--- config.mk ---
export PLATFORM = sky130hd
export DESIGN_NAME = jtag_shift_sequencer
export DESIGN_NICKNAME = d
export VERILOG_FILES = /design/src/hdl/jss_pkg.sv /design/src/hdl/jss_fifo.sv /design/src/hdl/jss_front.sv /design/src/hdl/jss_back.sv /design/src/hdl/jtag_shift_sequencer.sv
export SDC_FILE = /design/constraint.sdc
export NUM_CORES = 1
export LEC_CHECK = 0
export BUFFER_PORTS_ARGS = -buffer_cell sky130_fd_sc_hd__buf_2
export CAP_MARGIN = 10
export CELL_PAD_IN_SITES_DETAIL_PLACEMENT = 1
export CELL_PAD_IN_SITES_GLOBAL_PLACEMENT = 2
export CORE_UTILIZATION = 42
export CTS_BUF_LIST = sky130_fd_sc_hd__clkbuf_4
export DETAILED_ROUTE_END_ITERATION = 6
export PLACE_DENSITY_LB_ADDON = 0.3
export SYNTH_ARGS = -nofsm -noshare
export SYNTH_HDL_FRONTEND = slang
export SYNTH_SLANG_ARGS = --single-unit
export TNS_END_PERCENT = 10
--- constraint.sdc ---
create_clock -name clock -period 7.5 [get_ports clock]
set_clock_uncertainty 0.1 [all_clocks]
set_input_delay 1.125 -clock clock [delete_from_list [all_inputs] [get_ports clock]]
set_output_delay 1.125 -clock clock [all_outputs]
set_load 0.03 [all_outputs]
--- src/hdl/jss_pkg.sv ---
package jss_pkg;

   localparam int unsigned TOTAL_W = 9;
   localparam int unsigned LANES = 8;
   localparam int unsigned CLOCKS_W = 4;

   localparam logic [1:0] FUNC_SHIFT = 2'd0;
   localparam logic [1:0] FUNC_WRITE = 2'd1;
   localparam logic [1:0] FUNC_READ = 2'd2;
   localparam logic [1:0] FUNC_TMS = 2'd3;

   typedef struct packed {
      logic [1:0]         func;
      logic               start_req;
      logic [TOTAL_W-1:0] total_bits;
      logic [LANES-1:0]   tdi_byte;
      logic [LANES-1:0]   tdo_pins;
   } req_type;

   typedef struct packed {
      logic [LANES-1:0]    tdi_wave;
      logic [LANES-1:0]    tms_wave;
      logic [CLOCKS_W-1:0] clock_count;
      logic [LANES-1:0]    tdo_captured;
      logic                tck_final;
      logic                tms_final;
      logic                done_res;
   } rsp_type;

   // classified command as handed from front to back
   typedef struct packed {
      logic               is_tms;
      logic               drive_tdi;
      logic               capture;
      logic               hold;
      logic               start_req;
      logic [TOTAL_W-1:0] total_bits;
      logic [LANES-1:0]   tdi_byte;
      logic [LANES-1:0]   tdo_pins;
      logic [LANES-1:0]   tms_pattern;
      logic               tms_last;
   } cmd_type;

endpackage

--- src/hdl/jss_fifo.sv ---
module jss_fifo #(
   parameter int unsigned WIDTH = 8,
   parameter int unsigned DEPTH = 2
) (
   input  logic             clock,
   input  logic             reset,
   input  logic             push,
   input  logic [WIDTH-1:0] data_in,
   output logic             full,
   input  logic             pop,
   output logic [WIDTH-1:0] data_out,
   output logic             empty
);

   localparam int unsigned PTR_W = (DEPTH > 1) ? $clog2(DEPTH) : 1;
   localparam int unsigned CNT_W = $clog2(DEPTH + 1);

   logic [WIDTH-1:0] slot_ff [DEPTH];
   logic [PTR_W-1:0] wr_ptr_ff, wr_ptr_in;
   logic [PTR_W-1:0] rd_ptr_ff, rd_ptr_in;
   logic [CNT_W-1:0] count_ff, count_in;
   logic             do_push, do_pop;

   assign full = (count_ff == CNT_W'(DEPTH));
   assign empty = (count_ff == '0);
   assign do_push = push && !full;
   assign do_pop = pop && !empty;
   assign data_out = slot_ff[rd_ptr_ff];

   function automatic logic [PTR_W-1:0] next_ptr(input logic [PTR_W-1:0] ptr);
      logic [PTR_W-1:0] res;
      if (ptr == PTR_W'(DEPTH - 1)) begin
         res = '0;
      end else begin
         res = ptr + PTR_W'(1);
      end
      return res;
   endfunction

   always_comb begin
      wr_ptr_in = do_push ? next_ptr(wr_ptr_ff) : wr_ptr_ff;
      rd_ptr_in = do_pop ? next_ptr(rd_ptr_ff) : rd_ptr_ff;
      count_in = count_ff;
      if (do_push && !do_pop) begin
         count_in = count_ff + CNT_W'(1);
      end else if (do_pop && !do_push) begin
         count_in = count_ff - CNT_W'(1);
      end
   end

   always_ff @(posedge clock) begin
      if (reset) begin
         wr_ptr_ff <= '0;
         rd_ptr_ff <= '0;
         count_ff <= '0;
      end else begin
         wr_ptr_ff <= wr_ptr_in;
         rd_ptr_ff <= rd_ptr_in;
         count_ff <= count_in;
      end
   end

   always_ff @(posedge clock) begin
      if (do_push) begin
         slot_ff[wr_ptr_ff] <= data_in;
      end
   end

endmodule

--- src/hdl/jss_front.sv ---
module jss_front #(
   parameter int unsigned MAX_CHUNK_BITS = 488,
   parameter int unsigned TMS_SEQ_BITS = 7,
   parameter int unsigned QUEUE_DEPTH = 2
) (
   input  logic             clock,
   input  logic             reset,
   input  logic             req_push,
   input  jss_pkg::req_type req_data,
   output logic             req_full,
   input  logic             cmd_pop,
   output jss_pkg::cmd_type cmd_data,
   output logic             cmd_empty
);

   import jss_pkg::*;

   localparam logic [LANES-1:0] SEQ_MASK = LANES'((9'd1 << TMS_SEQ_BITS) - 9'd1);

   cmd_type          cmd_in;
   logic [$bits(cmd_type)-1:0] cmd_bits;

   always_comb begin
      cmd_in.is_tms = (req_data.func == FUNC_TMS);
      cmd_in.drive_tdi = (req_data.func != FUNC_READ);
      cmd_in.capture = (req_data.func == FUNC_SHIFT) || (req_data.func == FUNC_READ);
      cmd_in.hold = ({23'd0, req_data.total_bits} == 32'(MAX_CHUNK_BITS));
      cmd_in.start_req = req_data.start_req;
      cmd_in.total_bits = req_data.total_bits;
      cmd_in.tdi_byte = req_data.tdi_byte;
      cmd_in.tdo_pins = req_data.tdo_pins;
      cmd_in.tms_pattern = req_data.tdi_byte & SEQ_MASK;
      cmd_in.tms_last = req_data.tdi_byte[TMS_SEQ_BITS-1];
   end

   jss_fifo #(
      .WIDTH ($bits(cmd_type)),
      .DEPTH (QUEUE_DEPTH)
   ) u_cmd_queue (
      .clock    (clock),
      .reset    (reset),
      .push     (req_push),
      .data_in  (cmd_in),
      .full     (req_full),
      .pop      (cmd_pop),
      .data_out (cmd_bits),
      .empty    (cmd_empty)
   );

   assign cmd_data = cmd_type'(cmd_bits);

endmodule

--- src/hdl/jss_back.sv ---
module jss_back #(
   parameter int unsigned TMS_SEQ_BITS = 7,
   parameter int unsigned QUEUE_DEPTH = 2
) (
   input  logic             clock,
   input  logic             reset,
   input  jss_pkg::cmd_type cmd_data,
   input  logic             cmd_empty,
   output logic             cmd_pop,
   output logic             rsp_empty,
   input  logic             rsp_pop,
   output jss_pkg::rsp_type rsp_data
);

   import jss_pkg::*;

   logic [TOTAL_W-1:0]  bits_done_ff, bits_done_in;
   logic                tms_level_ff, tms_level_in;
   logic                tdi_level_ff, tdi_level_in;
   logic                res_full;
   logic                step;
   logic [TOTAL_W-1:0]  base;
   logic [TOTAL_W-1:0]  remaining;
   logic [CLOCKS_W-1:0] clocks;
   logic [LANES-1:0]    mask;
   logic [2:0]          last_idx;
   logic [LANES-1:0]    tms_pos;
   logic [LANES-1:0]    tdi_w;
   logic [LANES-1:0]    tms_w;
   rsp_type             res_in;
   logic [$bits(rsp_type)-1:0] res_bits;

   assign step = !cmd_empty && !res_full;
   assign cmd_pop = step;

   always_comb begin
      base = cmd_data.start_req ? '0 : bits_done_ff;
      remaining = (cmd_data.total_bits > base) ? cmd_data.total_bits - base : '0;
      clocks = (remaining >= TOTAL_W'(LANES)) ? CLOCKS_W'(LANES) : {1'b0, remaining[2:0]};
      mask = LANES'((9'd1 << clocks) - 9'd1);
      last_idx = 3'(clocks - CLOCKS_W'(1));
      // TMS marks the bit whose position is the command's last
      for (int i = 0; i < LANES; i++) begin
         tms_pos[i] = (({1'b0, base} + 10'(i) + 10'd1) == {1'b0, cmd_data.total_bits});
      end
      tdi_w = cmd_data.drive_tdi ? cmd_data.tdi_byte & mask : {LANES{tdi_level_ff}} & mask;
      tms_w = cmd_data.hold ? {LANES{tms_level_ff}} & mask : tms_pos & mask;

      bits_done_in = base + TOTAL_W'(clocks);
      tdi_level_in = tdi_level_ff;
      tms_level_in = tms_level_ff;
      if (clocks != '0) begin
         tdi_level_in = tdi_w[last_idx];
         tms_level_in = tms_w[last_idx];
      end

      res_in.tdi_wave = tdi_w;
      res_in.tms_wave = tms_w;
      res_in.clock_count = clocks;
      res_in.tdo_captured = cmd_data.capture ? cmd_data.tdo_pins & mask : '0;
      res_in.tck_final = 1'b1;
      res_in.tms_final = tms_level_in;
      res_in.done_res = (bits_done_in >= cmd_data.total_bits);

      if (cmd_data.is_tms) begin
         bits_done_in = '0;
         tdi_level_in = 1'b0;
         tms_level_in = cmd_data.tms_last;
         res_in.tdi_wave = '0;
         res_in.tms_wave = cmd_data.tms_pattern;
         res_in.clock_count = CLOCKS_W'(TMS_SEQ_BITS);
         res_in.tdo_captured = '0;
         res_in.tck_final = 1'b0;
         res_in.tms_final = cmd_data.tms_last;
         res_in.done_res = 1'b1;
      end
   end

   always_ff @(posedge clock) begin
      if (reset) begin
         bits_done_ff <= '0;
         tms_level_ff <= 1'b0;
         tdi_level_ff <= 1'b0;
      end else if (step) begin
         bits_done_ff <= bits_done_in;
         tms_level_ff <= tms_level_in;
         tdi_level_ff <= tdi_level_in;
      end
   end

   jss_fifo #(
      .WIDTH ($bits(rsp_type)),
      .DEPTH (QUEUE_DEPTH)
   ) u_rsp_queue (
      .clock    (clock),
      .reset    (reset),
      .push     (step),
      .data_in  (res_in),
      .full     (res_full),
      .pop      (rsp_pop),
      .data_out (res_bits),
      .empty    (rsp_empty)
   );

   assign rsp_data = rsp_type'(res_bits);

endmodule

--- src/hdl/jtag_shift_sequencer.sv ---
// Flow: a transferred chunk is classified into the command queue, then executed by the back
// end into the result queue, from whose head rsp_data is read.
// Throughput: one chunk per cycle while the result queue is not full and a command waits.
// Reset (synchronous, active high) empties both queues and clears the bit count and the
// TMS and TDI levels.
module jtag_shift_sequencer #(
   parameter int unsigned MAX_CHUNK_BITS = 488,
   parameter int unsigned TMS_SEQ_BITS = 7
) (
   input  logic             clock,
   input  logic             reset,
   input  logic             req_push,
   output logic             req_full,
   input  jss_pkg::req_type req_data,
   output logic             rsp_empty,
   input  logic             rsp_pop,
   output jss_pkg::rsp_type rsp_data
);

   import jss_pkg::*;

   cmd_type cmd_data;
   logic    cmd_empty;
   logic    cmd_pop;

   jss_front #(
      .MAX_CHUNK_BITS (MAX_CHUNK_BITS),
      .TMS_SEQ_BITS   (TMS_SEQ_BITS),
      .QUEUE_DEPTH    (2)
   ) u_front (
      .clock     (clock),
      .reset     (reset),
      .req_push  (req_push),
      .req_data  (req_data),
      .req_full  (req_full),
      .cmd_pop   (cmd_pop),
      .cmd_data  (cmd_data),
      .cmd_empty (cmd_empty)
   );

   jss_back #(
      .TMS_SEQ_BITS (TMS_SEQ_BITS),
      .QUEUE_DEPTH  (2)
   ) u_back (
      .clock     (clock),
      .reset     (reset),
      .cmd_data  (cmd_data),
      .cmd_empty (cmd_empty),
      .cmd_pop   (cmd_pop),
      .rsp_empty (rsp_empty),
      .rsp_pop   (rsp_pop),
      .rsp_data  (rsp_data)
   );

endmodule
==> results of run 1 <==
==> per-stage QoR <==
step                utilization  power, W  hold WS (ns)
floorplan                     -   0.00245         0.372
global placement          0.460   0.00293         0.386
detailed placement        0.460   0.00299         0.401
CTS                       0.474   0.00348         0.428
global route              0.474   0.00366         0.465
finish                    0.474   0.00347         0.422
==> flip-flops by register name, indices dropped and copies added (netlist names), named ones only <==
| register | flops |
|---|---|
| u_front.u_cmd_queue.wr_ptr_ff | 1 |
| u_back.u_rsp_queue.wr_ptr_ff | 1 |
| u_back.u_rsp_queue.count_ff | 2 |
| u_front.u_cmd_queue.rd_ptr_ff | 1 |
| u_back.u_rsp_queue.slot_ff | 62 |
| u_front.u_cmd_queue.count_ff | 2 |
| u_front.u_cmd_queue.slot_ff | 60 |
| u_back.u_rsp_queue.rd_ptr_ff | 1 |
| u_back.bits_done_ff | 9 |
| u_back.tdi_level_ff | 1 |
| u_back.tms_level_ff | 1 |
==> worst max path at each step <==
stage                                       end  slack [ns]  cells after the start  start
5_1_grt        u_back.u_rsp_queue.slot_ff[0][0]        0.17                     24   flop
3_5_place_dp   u_back.u_rsp_queue.slot_ff[1][0]        0.69                     24   flop
4_1_cts        u_back.u_rsp_queue.slot_ff[0][0]        0.69                     24   flop
3_3_place_gp   u_back.u_rsp_queue.slot_ff[0][0]        0.99                     22   flop
2_1_floorplan  u_back.u_rsp_queue.slot_ff[0][0]        0.83                     26   flop
6_report       u_back.u_rsp_queue.slot_ff[0][0]        0.70                     24   flop
==> Yosys cell counts (6+ instances only) <==
cell      count
nand2_1      52
a21o_1        9
o21ai_0      40
a21oi_1      34
inv_1        36
mux2_2       47
dfxtp_1      21
nor3_1       38
xor2_1       27
nor4_1        6
a211oi_1      6
o32ai_1       6
nand2b_1      8
and2_1       10
nor2b_1       6
clkbuf_1     24
and3_1        6
mux2i_1      21
ha_1         41
buf_1         6
nor2_1       71
xnor2_1      29
nand3_1      23
a31oi_1       9
edfxtp_1    122
a22oi_1      10
==> area by class of cell <==
class / instances / area (µm²) / area share
Clock buffer: 18 / 135 / 0.0141
Clock inverter: 14 / 146 / 0.0153
Inverter: 37 / 141 / 0.0148
Multi-Input combinational cell: 597 / 4300 / 0.448
Sequential cell: 143 / 4090 / 0.426
Tap cell: 270 / 338 / 0.0353
Timing Repair Buffer: 80 / 440 / 0.0460
==> worst max-delay path, delay by kind of cell, from the launching register on <==
kind | cells | cell delay [ns]
AOI/OAI and AO/OA | 9 | 2.07
DFF | 1 | 0.72
adders and majority gates | 3 | 1.10
xor gates and xnor gates | 1 | 0.17
and+or+nand+nor | 8 | 1.44
muxes | 1 | 0.47
buffers and inverters | 2 | 0.45
==> kinds of logic (layout without fill, tap and decap cells) <==
group,after synthesis,count (layout),share of synthesized area
buffers and inverters,73,149,0.0354
AOI/OAI and AO/OA,168,168,0.133
xor gates and xnor gates,56,56,0.0565
DFF,143,143,0.470
muxes,69,69,0.0867
and+or+nand+nor,261,261,0.154
adders and majority gates,43,43,0.0637
==> power groups by stage <==
stage | Clock [W] | Sequential (W) | Combinational, W
floorplan | 0 | 0.00120 | 0.00125
global placement | 0 | 0.00123 | 0.00170
detailed placement | 0 | 0.00124 | 0.00174
CTS | 0.000506 | 0.00122 | 0.00175
global route | 0.000533 | 0.00124 | 0.00188
finish | 0.000491 | 0.00122 | 0.00175
==> per-layer routing <==
layer	wire length (µm)	part of all wire	GRT usage
met3	1140	0.045	0.0398
met1	12000	0.47	0.340
met2	11800	0.46	0.394
met4	569	0.022	0.0795
met5	0	0	0
==> placed cells by master, fill, tap and decap left out, drive strengths merged, types with 24 or more instances in the layout <==
master,synthesis,final
edfxtp,122,122
buf,10,80
nor2,71,71
nand2,52,52
mux2,47,47
inv,37,45
ha,41,41
o21ai,40,40
nor3,39,39
a21oi,35,35
xnor2,29,29
xor2,27,27
nand3,24,24
==> results.md, run 1 <==
* Switching Fraction at 0.449
* Data required, critical path at ~7.7 ns
* Nets at 951
* Clk network pwr share at 0.142
* Avg Cell Area, Syn at 10.7 µm²
* Die span in x at 146 µm
* H-tree levels at 4
* Post-synthesis cell type count at a little under 80
* Pwr dens at 362 mW/mm²
* CP Max Fanout at 21
* GP Congestion at 0.989
* Post-synth top area share at 0.422
* Outcome: completed
* Row count at 52
* HP Class: flop to flop
* Int Power at 0.00191 W
* Tmin final at slightly below 7 ns
* Fmax at ~150 MHz
* DRC at 0
* Yosys top cell by area: edfxtp_1
* CTS root buf: clkbuf_4
* Asr flop ratio synth at 0
* CTS tree: yes
* Total CTS buffers at 17
* Total Wirelength at 25.4 mm
* Worst R2R Path Depth at 24
* IO Pins at 65
* TritonCTS Sinks at 143
* Input/output buffers at 64
* Congestion Overflow GR at 0
* RSZ-0062 raised after global routing: false
* P&R area growth vs syn at 10.4%
* Final slew viol count at 0
* Placed instance area at between 0.009 and 0.01 mm²
* First-pass GRT wire length at 40.0 mm
* Fill count at 2228
* Critical path type: flop to flop
* Slew margin rel. at 0.350
* Combinational power share at 0.506
* Post-synth EDFFs at 122
* Antenna Violating Nets Remaining at 0
* HP Start: u_back.u_rsp_queue.rd_ptr_ff
* Iter 0 DRT Violations at between 500 and 600
* Top FF cell, synth: edfxtp_1
* Switching power at 0.00156 W
* Via count at 6771
* Post-CTS Setup Bufs at 0
* Critical Path AT at 6.95 ns
* Worst-Skew Late Latency at 0.52 ns
* Clk pin slew, worst setup/hold paths at about 0.13 ns
* Core Footprint at 0.0202 mm²
* Cells after synthesis at 813
* Initial antenna violation count at 0
* Clock Tree Buf Depth at 2
* Reg2reg setup slack at 0.70 ns
* Synth warn at 0
* Vias in the first global route at a little over 7000
* Worst Hold Path Cells at 2
* DIE AREA at 0.0213 mm²
* Wire per inst at 22.0 µm
* Final count of hold timing violations at 0
* Setup crit start kind: flop
* Maximum VDD drop at 0.258 mV
* Synth Register Bits at 143
* Final Non-Filler Cells at ~1200
* Setup violators final at 0
* TNS Setup at 0 ns
* Leak at 3.56 nW
* Seq pwr share at 0.353
* Hpwl dp at roughly 20 mm
* Syn_nets at 888
* Synthesized area at 0.00868 mm²
* Die Span Y at 146 µm
* Design Area, Final at around 0.0096 mm²
* Critical-path cell list: mux2i_2 > buf_4 > nand2_1 > ha_1 > nand2_1 > a211oi_1 > o21ai_0 > a22oi_1 > nand3_4 > or3_2 > inv_1 > ha_1 > a21o_1 > a21oi_1 > nor2b_1 > o21ai_0 > xor2_1 > nor2_1 > ha_1 > a21o_1 > a21oi_1 > nor2b_1 > o21ai_0 > nand2_1
* DR pass1 iterations at 5
* CP max stage cell: dfxtp_2
* Reg2reg end: u_back.u_rsp_queue.slot_ff[0][0]
* Pre-CTS setup slack at between 0.6 and 0.7 ns
* Hold-fix buffers, CTS at 0
* Vias/cell at 5.84
* Crit-path max cell delay at around 0.7 ns
* Area contributors post-synth: edfxtp_1 (42%), mux2_2 (6.1%), ha_1 (5.9%)
* Post_cts resized at 0
* Max-cap viol count at 0
* Largest net degree at the start of global routing at 34
* GR Util All Layers at 0.246
* Post-synthesis sequential area ratio at 0.470
* Worst setup EP type: flop
* Post-placement cell count at 1127
* Final worst slack at between 0.7 and 0.8 ns
* Worst slew pin tran at 0.963 ns
* Initial Util at 0.429
* Layout cells sized above 1 at 0.211
* Diodes inserted at 0
* Final Cycle Share at 0.906
No activity file was read; power rests on OpenSTA's default activity.
==> run 2, diff against run 1 <==
--- a/config.mk
+++ b/config.mk
@@ -5,12 +5,14 @@
 export SDC_FILE = /design/constraint.sdc
 export NUM_CORES = 1
 export LEC_CHECK = 0
+export ABC_AREA = 1
 export BUFFER_PORTS_ARGS = -buffer_cell sky130_fd_sc_hd__buf_2
 export CAP_MARGIN = 10
 export CELL_PAD_IN_SITES_DETAIL_PLACEMENT = 1
 export CELL_PAD_IN_SITES_GLOBAL_PLACEMENT = 2
-export CORE_UTILIZATION = 42
+export CORE_UTILIZATION = 38
 export CTS_BUF_LIST = sky130_fd_sc_hd__clkbuf_4
+export CTS_CLUSTER_DIAMETER = 100
 export DETAILED_ROUTE_END_ITERATION = 6
 export PLACE_DENSITY_LB_ADDON = 0.3
 export SYNTH_ARGS = -nofsm -noshare
==> run 2 against run 1 <==
  * Design area is 6.3% higher
  * Worst setup slack better by 1.1 ns
  * Non-clock buffer count is 8 lower
  * Critical path type unchanged
  * Synthesized cell count is 37% higher
  * Via count is 15% higher
  * Clock power is 3% lower
  * Final cell count is 31% higher
  * Highest routed layer unchanged
  * Sequential power is 3% higher
==> results.md, run 2 <==
* Outcome: completed
* Leak at 4.45 nW (+25%)
* Crit-path max cell delay at 0.62 ns (-0.10 ns)
* Cells after synthesis at 1111 (+37%)
* P&R area growth vs syn at 10.3% (about the same)
* Pwr dens at 395 mW/mm² (+9.1%)
* Critical Path AT at 5.94 ns (-1.01 ns)
* Asr flop ratio synth at 0 (unchanged)
* Final count of hold timing violations at 0 (unchanged)
* Post_cts resized at 0 (unchanged)
* Top FF cell, synth: edfxtp_1
* Most frequent cells in the layout: nand2_1 (368), edfxtp_1 (122), inv_1 (110), nand3_1 (92), nor2_1 (76)
* Largest reg by FF count: u_back.u_rsp_queue.slot_ff
* Final slew viol count at 0 (unchanged)
* GP Congestion at 0.958 (-3.1%)
* Hpwl dp at 22.6 mm (+15%)
* Synth warn at 0 (unchanged)
* RSZ-0062 raised after global routing: false
* Int Power at 0.00199 W (+4.0%)
* DR pass1 iterations at 5 (unchanged)
* Post-CTS Setup Bufs at 0 (unchanged)
* Data required, critical path at 7.71 ns (+0.05 ns)
* Post-synthesis cell type count at 56 (-27%)
* First-pass GRT wire length at 44.6 mm (+11%)
* Initial antenna violation count at 1 (+1)
* Clk network pwr share at 0.118 (-0.024)
* Congestion Overflow GR at 0 (unchanged)
* Critical path type: flop to flop
* Worst R2R Path Depth at 28 (+17%)
* Wire per inst at 18.7 µm (-15%)
* Synthesized area at 0.00923 mm² (+6.3%)
* Combinational power share at 0.570 (+0.064)
* Tmin final at 5.73 ns (-1.07 ns)
* Switching Fraction at 0.506 (+0.0568)
* HP Class: flop to flop
* CTS root buf: clkbuf_4
* CP Max Fanout at 22 (+4.8%)
* Util after Layout at 0.430 (-0.0435)
* Avg Cell Area, Syn at 8.31 µm² (-22%)
* Setup violators final at 0 (unchanged)
* Input/output buffers at 64 (unchanged)
* Fmax at 175 MHz (+19%)
* Worst Hold Path Cells at 2 (unchanged)
* Fraction of the mapped netlist area in adder cells at 0.0599 (-0.00380)
* Worst slew pin tran at 0.760 ns (-0.203 ns)
* Die span in x at 158 µm (+8.3%)
* Hold-fix buffers, CTS at 0 (unchanged)
* Slew margin rel. at 0.492 (+0.142)
* Worst Hold Margin at 0.394 ns (-0.0275 ns)
* Vias/cell at 5.15 (-12%)
* CP max stage cell: dfxtp_2
* Count leader, synth: nand2_1
* GR Util All Layers at 0.241 (-0.00553)
* Setup crit start kind: flop
* Area contributors post-synth: edfxtp_1 (40%), nand2_1 (15%), ha_1 (5.6%)
* Iter 0 DRT Violations at 378 (-33%)
* Row count at 56 (+7.7%)
* Top Registers: u_back.u_rsp_queue.slot_ff (62), u_front.u_cmd_queue.slot_ff (60), u_back.bits_done_ff (9)
* Nets at 1259 (+32%)
* Via count at 7815 (+15%)
* Post-synth EDFFs at 122 (unchanged)
* Seq pwr share at 0.312 (-0.041)
* Total CTS buffers at 17 (unchanged)
* Syn_nets at 1186 (+34%)
* TNS Setup at 0 ns (unchanged)
* Switching power at 0.00203 W (+31%)
* Maximum VDD drop at 0.192 mV (-26%)
* Worst setup EP type: flop
* Max-cap viol count at 0 (unchanged)
* Yosys top cell by area: edfxtp_1
* Leading cell type in the layout, fill and taps excluded: nand2_1
* CTS tree: yes
* Largest net degree at the start of global routing at 32 (-5.9%)
* Largest family of logic cells by synthesized area: simple AND/OR/NAND/NOR gates
* TritonCTS Sinks at 143 (unchanged)
* Compound-Gate Fraction of Synth Area at 0.0659 (-0.0674)
* HP Start: u_back.tdi_level_ff
* Synth Register Bits at 143 (unchanged)
* Vias in the first global route at 7842 (+11%)
* IO Pins at 65 (unchanged)
* Die Span Y at 158 µm (+8.3%)
* Max FFs per register at 62 (unchanged)
* Post-synthesis mux area share at 0.0447 (-0.0420)
* Post-Synth XOR/XNOR Area at 0.0180 (-0.0385)
* Core Footprint at 0.0237 mm² (+17%)
* Post-synth top cells: nand2_1 (368), edfxtp_1 (122), inv_1 (110)
* Power Total at 0.00402 W (+16%)
* Worst-Skew Late Latency at 0.56 ns (+0.04 ns)
* DIE AREA at 0.0249 mm² (+17%)
* Clock Tree Buf Depth at 2 (unchanged)
* Antenna Violating Nets Remaining at 0 (unchanged)
* H-tree levels at 4 (unchanged)
* Final Cycle Share at 0.764 (-0.142)
* DRC at 0 (unchanged)
* Clk pin slew, worst setup/hold paths at 0.13 ns (about the same)
* Simple-gate portion of the synthesized area at 0.305 (+0.151)
* Initial Util at 0.390 (-0.0392)
* Total Wirelength at 28.4 mm (+11%)
* Post-synthesis sequential area ratio at 0.442 (-0.0280)
* Crit path top cell by count: nand2_1
* Post-synth top area share at 0.397 (-0.0252)
* Layout cells sized above 1 at 0.182 (-0.0294)
[run 2: cell count changes in the layout (fill, tap and decap cells not counted), moves of 10 or more]
cell / change
xnor2_1: -25
nor3_1: -33
inv_1: +74
inv_2: +12
nand4_1: +10
mux2_2: -16
o21ai_0: -13
xor2_1: -12
nand3_1: +69
mux2i_1: -16
nand2_2: +22
and2_1: -10
nand2_1: +316
[run 2: cell type report]
| class | instances | area, µm² |
|---|---|---|
| fill | 2967 | 13500 |
| multi-input combinational | 824 | 4570 |
| sequential | 143 | 4090 |
| inverter | 126 | 478 |
| tap | 319 | 399 |
| timing repair buffer | 72 | 380 |
| clock inverter | 15 | 141 |
| clock buffer | 17 | 128 |
| antenna | 2 | 5.00 |
[run 2: layer usage]
layer / wire length [µm] / GRT usage / vias up / part of all wire
li1: - / - / 3831 / -
met1: 13800 / 0.348 / 3772 / 0.49
met2: 13000 / 0.382 / 189 / 0.46
met3: 1360 / 0.0345 / 23 / 0.048
met4: 271 / 0.0476 / 0 / 0.0096
met5: 0 / 0 / - / 0
[run 2: path summary, 6_finish.rpt]
path	slack (ns)	to
worst min register to register	0.39	u_back.tdi_level_ff
worst min-delay path	0.39	u_back.tdi_level_ff
worst max-delay path	1.77	u_back.u_rsp_queue.slot_ff[1][0]
worst max register to register	1.77	u_back.u_rsp_queue.slot_ff[1][0]
[run 2: critical path, delay by kind of cell, from the launching register on]
kind | cells | cell delay, ns
adders and majority gates | 4 | 1.26
buffers and inverters | 4 | 0.91
AOI/OAI and AO/OA | 4 | 0.70
xor gates and xnor gates | 1 | 0.26
DFF | 1 | 0.62
and+or+nand+nor | 15 | 1.60
[run 2: cells by family after synthesis]
| group | count (synthesis) |
|---|---|
| and+or+nand+nor | 623 |
| buffers and inverters | 144 |
| muxes | 37 |
| adders and majority gates | 43 |
| xor gates and xnor gates | 19 |
| AOI/OAI and AO/OA | 102 |
| DFF | 143 |
[run 2: power groups by stage]
stage	Sequential, W	Combinational (W)	Clock (W)
detailed placement	0.00128	0.00229	0
global placement	0.00126	0.00227	0
global route	0.00128	0.00254	0.000523
floorplan	0.00124	0.00163	0
finish	0.00126	0.00229	0.000474
CTS	0.00126	0.00230	0.000493
[run 2: per-stage QoR]
stage	instances	area (µm²)	setup slack [ns]
finish	1518	10200	1.77
global route	1518	10200	1.25
CTS	1516	10200	1.74
detailed placement	1484	9910	1.79
global placement	1484	9910	1.95
floorplan	1111	9230	2.55
